### config.mk
export PLATFORM = sky130hd
export DESIGN_NAME = dns_query_encoder
export DESIGN_NICKNAME = d
export VERILOG_FILES = /design/src/rtl/dqe_pkg.sv /design/src/rtl/dqe_label_buf.sv /design/src/rtl/dns_query_encoder.sv
export VERILOG_INCLUDE_DIRS = /design/src /design/src/rtl
export SDC_FILE = /design/constraint.sdc
export NUM_CORES = 1
export LEC_CHECK = 0
export ABC_AREA = 1
export BUFFER_PORTS_ARGS = -buffer_cell sky130_fd_sc_hd__buf_4
export CORE_ASPECT_RATIO = 1.1
export CORE_MARGIN = 5
export CORE_UTILIZATION = 62
export CTS_CLUSTER_DIAMETER = 150
export DETAILED_ROUTE_END_ITERATION = 16
export PLACE_DENSITY = 0.79
export SLEW_MARGIN = 40
export SYNTH_ARGS = -nofsm -noshare
export SYNTH_HDL_FRONTEND = slang
export SYNTH_SLANG_ARGS = --single-unit
### constraint.sdc
create_clock -name clk -period 2.97 [get_ports clk]
set_input_delay 0.1485 -clock clk [delete_from_list [all_inputs] [get_ports clk]]
set_output_delay 0.1485 -clock clk [all_outputs]
set_load 0.03 [all_outputs]
### src/rtl/dns_query_encoder_macros.svh
// assertion macros for the dns query encoder
// expects clk and arst_n in the including module
`ifndef DNS_QUERY_ENCODER_MACROS_SVH
`define DNS_QUERY_ENCODER_MACROS_SVH

// same-cycle implication, disabled during reset
`define DQE_ASSERT_SAME(name, ante, cons, msg) \
	name: assert property (@(posedge clk) disable iff (!arst_n) (ante) |-> (cons)) \
		else $error(msg);

// next-cycle implication, disabled during reset
`define DQE_ASSERT_NEXT(name, ante, cons, msg) \
	name: assert property (@(posedge clk) disable iff (!arst_n) (ante) |=> (cons)) \
		else $error(msg);

`endif

### src/rtl/dqe_pkg.sv
// shared constants and byte tables for the dns query encoder
// no dependencies
`timescale 1ns / 1ps
`default_nettype none

package dqe_pkg;

	localparam int LABEL_MAX_DEF = 32;

	localparam logic [7:0] CHAR_DOT    = 8'h2E;
	localparam logic [7:0] CHAR_UP_A   = 8'h41;
	localparam logic [7:0] CHAR_UP_Z   = 8'h5A;
	localparam logic [7:0] CASE_OFFSET = 8'h20;

	localparam logic [7:0] FLAGS_RD    = 8'h01;
	localparam logic [7:0] COUNT_ONE   = 8'h01;
	localparam logic [7:0] TYPE_A      = 8'h01;
	localparam logic [7:0] CLASS_IN    = 8'h01;

	localparam logic [3:0] HDR_LAST    = 4'd11;
	localparam logic [3:0] FOOT_LAST   = 4'd4;

	// header: id hi, id lo, flags 0x0100, qdcount 1, an/ns/ar counts 0
	function automatic logic [7:0] hdr_byte(input logic [3:0] idx, input logic [15:0] id);
		logic [7:0] b;
		case (idx)
			4'd0: b = id[15:8];
			4'd1: b = id[7:0];
			4'd2: b = FLAGS_RD;
			4'd5: b = COUNT_ONE;
			default: b = 8'h00;
		endcase
		return b;
	endfunction

	// name terminator, qtype a, qclass in
	function automatic logic [7:0] foot_byte(input logic [3:0] idx);
		logic [7:0] b;
		case (idx)
			4'd2: b = TYPE_A;
			4'd4: b = CLASS_IN;
			default: b = 8'h00;
		endcase
		return b;
	endfunction

endpackage

`default_nettype wire

### src/rtl/dqe_label_buf.sv
// label character buffer: one write port, one registered read port
// depends on dqe_pkg for the default depth
`timescale 1ns / 1ps
`default_nettype none

module dqe_label_buf #(
	parameter int DEPTH = dqe_pkg::LABEL_MAX_DEF,
	localparam int AW = (DEPTH > 1) ? $clog2(DEPTH) : 1
) (
	input  wire logic          clk,
	input  wire logic          wr_en,
	input  wire logic [AW-1:0] wr_addr,
	input  wire logic [7:0]    wr_data,
	input  wire logic [AW-1:0] rd_addr,
	output logic      [7:0]    rd_data
);

	logic [7:0] mem [DEPTH];

	always_ff @(posedge clk) begin
		if (wr_en) begin
			mem[wr_addr] <= wr_data;
		end
	end

	always_ff @(posedge clk) begin
		rd_data <= mem[rd_addr];
	end

endmodule

`default_nettype wire

### src/rtl/dns_query_encoder.sv
// dns query encoder top level: character stream in, query message bytes out
// depends on dqe_pkg, dqe_label_buf and dns_query_encoder_macros.svh
`timescale 1ns / 1ps
`default_nettype none
`include "dns_query_encoder_macros.svh"

// Takes a domain name one character per input transaction (query id on the
// first character, tlast on the final one) and sends a type A, class IN
// query message one byte per output transaction. A character is accepted
// only in the idle state and causes these bytes: 12 header bytes on the
// first character, the length byte and characters of a label when a dot or
// the last character closes it, and 5 trailing bytes at the end; the next
// character is accepted once they are emitted. The single output byte
// register holds each byte, and output back-pressure stalls the encoder.
// Label characters sit in a LABEL_MAX-entry buffer with a registered read,
// streamed out at one byte per cycle while the output is not stalled. tuser
// on the output flags that a label of the current message was cut at
// LABEL_MAX characters; it is final on the byte marked by tlast.

module dns_query_encoder #(
	parameter int LABEL_MAX = dqe_pkg::LABEL_MAX_DEF
) (
	input  wire logic        clk,
	input  wire logic        arst_n,
	input  wire logic        s_axis_tvalid,
	output logic             s_axis_tready,
	input  wire logic [23:0] s_axis_tdata,  // name_char [7:0], query_id [23:8]
	input  wire logic        s_axis_tlast,  // last_char
	output logic             m_axis_tvalid,
	input  wire logic        m_axis_tready,
	output logic      [7:0]  m_axis_tdata,  // out_byte [7:0]
	output logic             m_axis_tlast,  // end_of_message
	output logic             m_axis_tuser   // label_overflow
);

	import dqe_pkg::*;

	localparam int AW = (LABEL_MAX > 1) ? $clog2(LABEL_MAX) : 1;
	localparam int LW = $clog2(LABEL_MAX + 1);

	localparam logic [2:0] ST_IDLE = 3'd0;
	localparam logic [2:0] ST_HDR  = 3'd1;
	localparam logic [2:0] ST_PROC = 3'd2;
	localparam logic [2:0] ST_FLEN = 3'd3;
	localparam logic [2:0] ST_FCHR = 3'd4;
	localparam logic [2:0] ST_FOOT = 3'd5;

	logic [2:0]    state_q, state_d;
	logic [3:0]    cnt_q, cnt_d;
	logic [LW-1:0] len_q, len_d;
	logic [AW-1:0] ptr_q, ptr_d;
	logic          in_name_q, in_name_d;
	logic          ovf_q, ovf_d;

	logic [7:0]    char_q;
	logic [15:0]   id_q;
	logic          last_q;

	logic          accept;
	logic          emit_ok;
	logic          emit;
	logic [7:0]    emit_byte;
	logic          emit_end;
	logic [7:0]    char_lc;
	logic [LW-1:0] ptr_nx;

	logic          wr_en;
	logic [AW-1:0] wr_addr;
	logic [AW-1:0] rd_addr;
	logic [7:0]    rd_data;

	logic          out_valid_q;
	logic [7:0]    out_byte_q;
	logic          out_end_q;
	logic          out_ovf_q;

	assign s_axis_tready = (state_q == ST_IDLE);
	assign accept        = s_axis_tvalid && s_axis_tready;
	assign emit_ok       = !out_valid_q || m_axis_tready;

	assign char_lc = ((char_q >= CHAR_UP_A) && (char_q <= CHAR_UP_Z)) ?
		(char_q + CASE_OFFSET) : char_q;
	assign ptr_nx  = LW'(ptr_q) + LW'(1);
	assign wr_addr = len_q[AW-1:0];

	always_comb begin
		state_d   = state_q;
		cnt_d     = cnt_q;
		len_d     = len_q;
		ptr_d     = ptr_q;
		in_name_d = in_name_q;
		ovf_d     = ovf_q;
		emit      = 1'b0;
		emit_byte = 8'h00;
		emit_end  = 1'b0;
		wr_en     = 1'b0;
		rd_addr   = '0;
		case (state_q)
			ST_IDLE: begin
				if (s_axis_tvalid) begin
					in_name_d = 1'b1;
					if (!in_name_q) begin
						ovf_d   = 1'b0;
						len_d   = '0;
						cnt_d   = '0;
						state_d = ST_HDR;
					end else begin
						state_d = ST_PROC;
					end
				end
			end
			ST_HDR: begin
				emit_byte = hdr_byte(cnt_q, id_q);
				if (emit_ok) begin
					emit = 1'b1;
					if (cnt_q == HDR_LAST) begin
						cnt_d   = '0;
						state_d = ST_PROC;
					end else begin
						cnt_d = cnt_q + 4'd1;
					end
				end
			end
			ST_PROC: begin
				ptr_d = '0;
				cnt_d = '0;
				if (char_q == CHAR_DOT) begin
					if (len_q != '0) begin
						state_d = ST_FLEN;
					end else if (last_q) begin
						state_d = ST_FOOT;
					end else begin
						state_d = ST_IDLE;
					end
				end else begin
					if (len_q < LW'(LABEL_MAX)) begin
						wr_en = 1'b1;
						len_d = len_q + LW'(1);
					end else begin
						ovf_d = 1'b1;
					end
					state_d = last_q ? ST_FLEN : ST_IDLE;
				end
			end
			ST_FLEN: begin
				emit_byte = 8'(len_q);
				if (emit_ok) begin
					emit    = 1'b1;
					state_d = ST_FCHR;
				end
			end
			ST_FCHR: begin
				emit_byte = rd_data;
				rd_addr   = ptr_q;
				if (emit_ok) begin
					emit = 1'b1;
					if (ptr_nx == len_q) begin
						len_d   = '0;
						ptr_d   = '0;
						cnt_d   = '0;
						rd_addr = '0;
						state_d = last_q ? ST_FOOT : ST_IDLE;
					end else begin
						ptr_d   = ptr_nx[AW-1:0];
						rd_addr = ptr_nx[AW-1:0];
					end
				end
			end
			ST_FOOT: begin
				emit_byte = foot_byte(cnt_q);
				emit_end  = (cnt_q == FOOT_LAST);
				if (emit_ok) begin
					emit = 1'b1;
					if (emit_end) begin
						in_name_d = 1'b0;
						ovf_d     = 1'b0;
						len_d     = '0;
						state_d   = ST_IDLE;
					end else begin
						cnt_d = cnt_q + 4'd1;
					end
				end
			end
			default: begin
				state_d = ST_IDLE;
			end
		endcase
	end

	dqe_label_buf #(
		.DEPTH(LABEL_MAX)
	) u_label_buf (
		.clk    (clk),
		.wr_en  (wr_en),
		.wr_addr(wr_addr),
		.wr_data(char_lc),
		.rd_addr(rd_addr),
		.rd_data(rd_data)
	);

	always_ff @(posedge clk or negedge arst_n) begin
		if (!arst_n) begin
			state_q     <= ST_IDLE;
			cnt_q       <= '0;
			len_q       <= '0;
			ptr_q       <= '0;
			in_name_q   <= 1'b0;
			ovf_q       <= 1'b0;
			out_valid_q <= 1'b0;
		end else begin
			state_q   <= state_d;
			cnt_q     <= cnt_d;
			len_q     <= len_d;
			ptr_q     <= ptr_d;
			in_name_q <= in_name_d;
			ovf_q     <= ovf_d;
			if (emit) begin
				out_valid_q <= 1'b1;
			end else if (m_axis_tready) begin
				out_valid_q <= 1'b0;
			end
		end
	end

	always_ff @(posedge clk) begin
		if (accept) begin
			char_q <= s_axis_tdata[7:0];
			id_q   <= s_axis_tdata[23:8];
			last_q <= s_axis_tlast;
		end
		if (emit) begin
			out_byte_q <= emit_byte;
			out_end_q  <= emit_end;
			out_ovf_q  <= ovf_q;
		end
	end

	assign m_axis_tvalid = out_valid_q;
	assign m_axis_tdata  = out_byte_q;
	assign m_axis_tlast  = out_end_q;
	assign m_axis_tuser  = out_ovf_q;

	`DQE_ASSERT_SAME(a_label_nonempty, state_q == ST_FCHR, (len_q != '0) && (LW'(ptr_q) < len_q), "label read outside buffered length")
	`DQE_ASSERT_NEXT(a_new_message, accept && !in_name_q, (state_q == ST_HDR) && (cnt_q == '0) && !ovf_q, "new message did not start with a clean header")
	`DQE_ASSERT_NEXT(a_message_end, emit && emit_end, !in_name_q && m_axis_tvalid && m_axis_tlast && (len_q == '0), "message end did not close the name")

endmodule

`default_nettype wire

==> impl_metrics.env, run 1 <==
export IMPL_avgRoutedWirePerCell_um=20.94
export IMPL_drc=0
export IMPL_place_congestion=0.9107
export IMPL_cts_tree="built"
export IMPL_post_cts_buffers=0
export IMPL_grt_start_max_net_pins=103
export IMPL_drive_above_1_share_pct=11.27
export IMPL_worst_pin_slew_ps=668.0
export IMPL_async_flop_share_pct=6.563
export IMPL_max_cap_violations=0
export IMPL_pin_count=41
export IMPL_cp_data_required_time_ps=3360
export IMPL_status="complete, no violations"
export IMPL_rrSetupSlack_ps=130
export IMPL_grt_usage_pct=28.68
export IMPL_setup_viol=0
export IMPL_ant_nets=0
export IMPL_die_x_um=156.1
export IMPL_path_delay_family="simple AND/OR/NAND/NOR gates"
export IMPL_post_dp_cell_area_um2=15470
export IMPL_cts_root_buf="clkbuf_16"
export IMPL_place_hpwl_um=22700
export IMPL_clock_latency_ps=530
export IMPL_r2r_cells=17
export IMPL_die_area_um2=26660
export IMPL_totalPowerFinal_w=0.01225
export IMPL_peakVddDrop_mv=0.6898
export IMPL_synth_cells=1396
export IMPL_crit_buf_inv=2
export IMPL_htreeDepth=2
export IMPL_port_buffers=40
export IMPL_synth_edf_count=291
export IMPL_first_pass_iters=5
export IMPL_rows=58
export IMPL_hp_class="primary input to asynchronous set/reset pin"
export IMPL_p_per_area_nw_per_um2=728.2
export IMPL_overflow=0
export IMPL_grt_pass1_wl_um=58820
export IMPL_chipHeight_um=170.7
export IMPL_drtIter0Drc=1396
export IMPL_critPathKind="flip-flop to flip-flop"
export IMPL_avgSynthCellArea_um2=10.43
export IMPL_num_antenna_cells=0
export IMPL_layout_common_cells="nand3_1, edfxtp_1, nand2_1"
export IMPL_drt_total_wl_um=37860
export IMPL_fin_skew_ps=31.66
export IMPL_initial_core_util_pct=63.31
export IMPL_syn_nets=1435
export IMPL_clk_pin_slew_ps=60
export IMPL_ys_seq_elements=320
export IMPL_hold_slack_ps=74.40
export IMPL_fillerInstances=1492
export IMPL_cp_slowest_stage_delay_ps=430
export IMPL_syn_area_um2=14560
export IMPL_worstPathCellList="ha_1 -> inv_1 -> nand2_1 -> nand2_1 -> nor2_1 -> nand3_1 -> nor2_2 -> nand3_4 -> nand2_4 -> buf_12 -> nand3_1 -> nand3_1 -> nand3_1 -> nand3_1 -> nand2_1 -> nand2_1 -> nand2_1"
export IMPL_vias=10866
export IMPL_cts_path_max_buffers=3
export IMPL_max_freq_ghz=0.3524
export IMPL_yosysSeqAreaShare_pct=64.71
export IMPL_path_max_fanout=71
export IMPL_stdcell_area_um2=16820
export IMPL_synth_top_flop_cell="edfxtp_1"
export IMPL_crit_path_top_delay_cell="dfrtp_1"
export IMPL_nets=1523
export IMPL_crit_start="ptr_q[1]$_DFFE_PN0P_"
export IMPL_fp_coreArea_um2=23000
export IMPL_numCtsBuffers=34
export IMPL_final_setup_tns_ps=0
export IMPL_crit_arrival_ps=3230
export IMPL_cts_num_sinks=320
export IMPL_final_common_cell="nand3_1"
export IMPL_setup_worst_path_start_class="flip-flop"
export IMPL_slew_headroom_pct=55.40
export IMPL_timing_rr_end="u_label_buf.rd_data[4]$_DFF_P_"
export IMPL_grt_pass1_vias=10552
export IMPL_synth_cell_types=45
export IMPL_p_leak_nw=6.838
export IMPL_end_kind="flip-flop"
export IMPL_syn_to_final_growth_pct=15.46
export IMPL_yosysWarnings=0
export IMPL_rsz0062_at_grt="no"
export IMPL_report_final_hold_viol_count=0
export IMPL_slew_violations=0
export IMPL_period_needed_ps=2838
export IMPL_antenna_found_initial=0
export IMPL_vias_per_cell=6.010
export IMPL_r2r_start="ptr_q[1]$_DFFE_PN0P_"
export IMPL_period_share_pct=95.54
[routing by layer]
metal,routed length [um],GRT usage [%]
met1,14170,38.90
met2,18370,46.73
met3,3840,5.388
met4,1480,10.91
met5,0,0
[how the worst max path moves through the flow]
stage                                           to  cells past startpoint
global placement    u_label_buf.rd_data[1]$_DFF_P_                     18
detailed placement  u_label_buf.rd_data[4]$_DFF_P_                     18
global route        u_label_buf.rd_data[4]$_DFF_P_                     17
CTS                 u_label_buf.rd_data[6]$_DFF_P_                     18
finish              u_label_buf.rd_data[4]$_DFF_P_                     17
floorplan                      char_q[0]$_DFFE_PP_                      6
[cell usage after synthesis (2+ instances only)]
cell type | n | share of area, %
inv_1 | 212 | 5.5
o22ai_1 | 2 | 0.086
nand4_1 | 4 | 0.17
ha_1 | 10 | 0.86
a221o_1 | 5 | 0.34
buf_2 | 39 | 1.3
o21a_1 | 2 | 0.10
nor2_1 | 64 | 1.6
nand3b_1 | 80 | 4.1
buf_4 | 4 | 0.21
o211ai_1 | 5 | 0.26
a22o_1 | 2 | 0.12
clkinv_1 | 3 | 0.077
clkbuf_1 | 29 | 0.75
nand2_1 | 233 | 6.0
a21oi_1 | 15 | 0.52
edfxtp_1 | 291 | 60
dfrtp_1 | 21 | 3.6
dfxtp_1 | 8 | 1.1
nand3_1 | 313 | 11
nor2_2 | 4 | 0.17
o21ai_0 | 15 | 0.52
inv_2 | 8 | 0.21
nor3_1 | 6 | 0.21
[cells by family after synthesis]
group	synth area share (%)
AOI/OAI and AO/OA	2.732
xor gates and xnor gates	0.06015
adders and majority gates	0.8591
buffers and inverters	8.067
DFF	64.71
muxes	0.07731
and+or+nand+nor	23.50
[repair_timing]
action                     in CTS  in global routing
setup endpoints to repair       0                  3
hold endpoints to repair       47                  0
hold buffers                   27                  0
resized for setup               0                  1
[per-stage QoR]
stage                     setup WS [ps]  std cells  utilization (%)
after global routing              3.788       1808            73.10
after floorplan                   108.2       1396                -
after detailed placement          226.6       1721            67.27
after global placement            250.4       1721            67.27
final                             132.5       1808            73.10
after CTS                         185.4       1808            73.04
[sequential cells by signal, indices dropped and copies added, names as in the netlist, 3 cells and up]
register             cells
u_label_buf.mem        256
u_label_buf.rd_data      8
id_q                    16
state_q                  3
ptr_q                    5
len_q                    6
m_axis_tdata             8
cnt_q                    4
char_q                   8
[layout make-up]
| cell class | instances | area [um2] | share of cell area (%) |
|---|---|---|---|
| sequential | 320 | 9424 | 56.04 |
| multi-input combinational | 780 | 4016 | 23.88 |
| timing repair buffer | 125 | 1106 | 6.577 |
| clock buffer | 40 | 914.6 | 5.439 |
| inverter | 223 | 837.1 | 4.978 |
| tap | 300 | 375.4 | 2.232 |
| clock inverter | 20 | 142.6 | 0.8482 |
[worst reg2reg max path, delay by kind of cell (launching register included)]
family | cells | cell delay (ps)
fa+ha+maj | 1 | 330
simple gates | 14 | 1610
buf+inv | 2 | 370
flops | 1 | 430
[report_power, final]
part | internal (W) | switching [W] | total (W) | leakage [nW]
clock | 0.00237 | 0.00168 | 0.00405 | 0.519
sequential | 0.00544 | 0.000224 | 0.00566 | 2.98
combinational | 0.000755 | 0.00178 | 0.00254 | 3.34
(Power assumes the default switching activity.)
==> run 2, diff against run 1 <==
Settings changed: MAX_ROUTING_LAYER set to met4.
==> impl_metrics.env, run 2 (same netlist as run 1, synthesis figures left out) <==
export IMPL_clock_latency_ps=510
export IMPL_p_per_area_nw_per_um2=734.0
export IMPL_end_kind="flip-flop"
export IMPL_setup_viol=0
export IMPL_rsz0062_at_grt="yes"
export IMPL_cp_data_required_time_ps=3420
export IMPL_numCtsBuffers=34
export IMPL_setup_worst_path_start_class="flip-flop"
export IMPL_wl_met3_um=4160
export IMPL_grt_pass1_wl_um=58940
export IMPL_grt_pass1_vias=10671
export IMPL_peakVddDrop_mv=0.6002
export IMPL_final_common_cell="nand3_1"
export IMPL_pin_count=41
export IMPL_max_cap_violations=0
export IMPL_fp_coreArea_um2=23000
export IMPL_initial_core_util_pct=63.31
export IMPL_rows=58
export IMPL_cts_num_sinks=320
export IMPL_fin_skew_ps=12.89
export IMPL_syn_to_final_growth_pct=16.80
export IMPL_hp_class="primary input to asynchronous set/reset pin"
export IMPL_worst_pin_slew_ps=634.0
export IMPL_place_hpwl_um=22130
export IMPL_cts_path_max_buffers=3
export IMPL_r2r_cells=18
export IMPL_cts_tree="built"
export IMPL_top_register="u_label_buf.mem"
export IMPL_crit_arrival_ps=3290
export IMPL_fillerInstances=1466
export IMPL_r2r_start="ptr_q[1]$_DFFE_PN0P_"
export IMPL_met1Wirelength_um=14540
export IMPL_drtIter0Drc=1335
export IMPL_status="complete, no violations"
export IMPL_max_freq_ghz=0.3520
export IMPL_met2_length_um=19100
export IMPL_drt_total_wl_um=39300
export IMPL_fin_util_pct=73.95
export IMPL_path_max_fanout=43
export IMPL_drive_above_1_share_pct=11.82
export IMPL_die_area_um2=26660
export IMPL_report_final_hold_viol_count=0
export IMPL_ant_nets=0
export IMPL_top_layer="met4"
export IMPL_critPathKind="flip-flop to flip-flop"
export IMPL_largest_reg_flops=256
export IMPL_p_leak_nw=6.923
export IMPL_vias_per_cell=6.081
export IMPL_grt_usage_pct=29.58
export IMPL_totalPowerFinal_w=0.01249
export IMPL_avgRoutedWirePerCell_um=21.65
export IMPL_slew_headroom_pct=57.69
export IMPL_nets=1529
export IMPL_cts_root_buf="clkbuf_16"
export IMPL_vias=11037
export IMPL_first_pass_iters=7
export IMPL_drc=0
export IMPL_grt_start_max_net_pins=103
export IMPL_place_congestion=0.9267
export IMPL_chipHeight_um=170.7
export IMPL_antenna_found_initial=0
export IMPL_fin_ws_ps=129.1
export IMPL_overflow=0
export IMPL_endpoint="u_label_buf.rd_data[4]$_DFF_P_"
export IMPL_slew_violations=0
export IMPL_rrSetupSlack_ps=130
export IMPL_clk_pin_slew_ps=60
export IMPL_period_share_pct=95.65
export IMPL_post_place_ws_ps=116.7
export IMPL_top_regs="u_label_buf.mem (256), id_q (16)"
export IMPL_period_needed_ps=2841
export IMPL_port_buffers=40
export IMPL_layout_common_cells="nand3_1, edfxtp_1, nand2_1"
export IMPL_die_x_um=156.1
export IMPL_htreeDepth=2
export IMPL_timing_rr_end="u_label_buf.rd_data[4]$_DFF_P_"
export IMPL_crit_start="ptr_q[1]$_DFFE_PN0P_"
-- run 2: cell types whose count changed in the layout (fill, tap and decap cells not counted), sizes merged --
cell,previous run,this run
clkbuf,40,51
clkinv,19,13
buf,98,100
diode,0,1
inv,221,220
-- run 2: critical path: stages, from the launching register on --
cell and delay [ps]:
dfrtp_1 430, ha_1 320, inv_1 60, nand2_1 50, nand2_1 50, nor2_1 90
nand3_1 80, nor2_2 130, nand3_4 190, nand2_8 180, nand2_8 130, buf_12 210
nand2_1 80, nand3_1 80, nand3_1 170, nand3_1 180, nand2_1 120, nand2_1 120
nand2_1 100
-- run 2: layout make-up --
| type | instances | area (um2) | area share (%) |
|---|---|---|---|
| clock inverter | 13 | 113.9 | 0.6693 |
| tap | 300 | 375.4 | 2.207 |
| multi-input combinational | 780 | 4034 | 23.71 |
| sequential | 320 | 9424 | 55.40 |
| timing repair buffer | 131 | 1239 | 7.282 |
| antenna | 1 | 2.502 | 0.01471 |
| inverter | 223 | 839.6 | 4.935 |
| clock buffer | 47 | 983.4 | 5.781 |
-- run 2: repair_timing --
item	4_1_cts	5_1_grt
hold buffers	27	0
endpoints found under the setup margin	0	6
endpoints found under the hold margin	47	0
gates resized for setup	0	12
buffers inserted	0	3
-- run 2: metrics by stage --
stage / setup TNS [ps] / hold WS [ps] / std cells / area (um2)
after floorplan: 0 / -147.1 / 1396 / 14560
after global placement: 0 / 59.82 / 1720 / 15440
after detailed placement: 0 / 60.43 / 1720 / 15440
after CTS: 0 / 63.59 / 1807 / 16810
after global routing: -26.21 / 99.57 / 1814 / 17010
final: 0 / 83.16 / 1815 / 17010
-- run 2: worst min path at each step --
stage / startpoint / to / slack, ps / depth (start not counted)
2_1_floorplan: arst_n / cnt_q[0]$_DFFE_PN0P_ / -150 / 0
4_1_cts: m_axis_tready / m_axis_tvalid$_DFFE_PN0P_ / 60 / 3
5_1_grt: m_axis_tready / m_axis_tvalid$_DFFE_PN0P_ / 100 / 3
3_5_place_dp: arst_n / state_q[0]$_DFFE_PN0P_ / 60 / 1
3_3_place_gp: arst_n / ovf_q$_DFFE_PN0P_ / 60 / 1
6_report: arst_n / ptr_q[3]$_DFFE_PN0P_ / 80 / 2
-- run 2: per-layer routing --
layer  vias to the layer above  GRT usage [%]
met2                       738          47.01
met5                         -              -
li1                       4939              -
met3                       126          4.579
met4                         0          10.79
met1                      5234          39.30
-- run 2: report_power, final --
group	internal, W	total [W]	switching [W]
sequential	0.00544	0.00567	0.000227
combinational	0.000828	0.00265	0.00182
clock	0.00249	0.00417	0.00168
total	0.00876	0.0125	0.00373
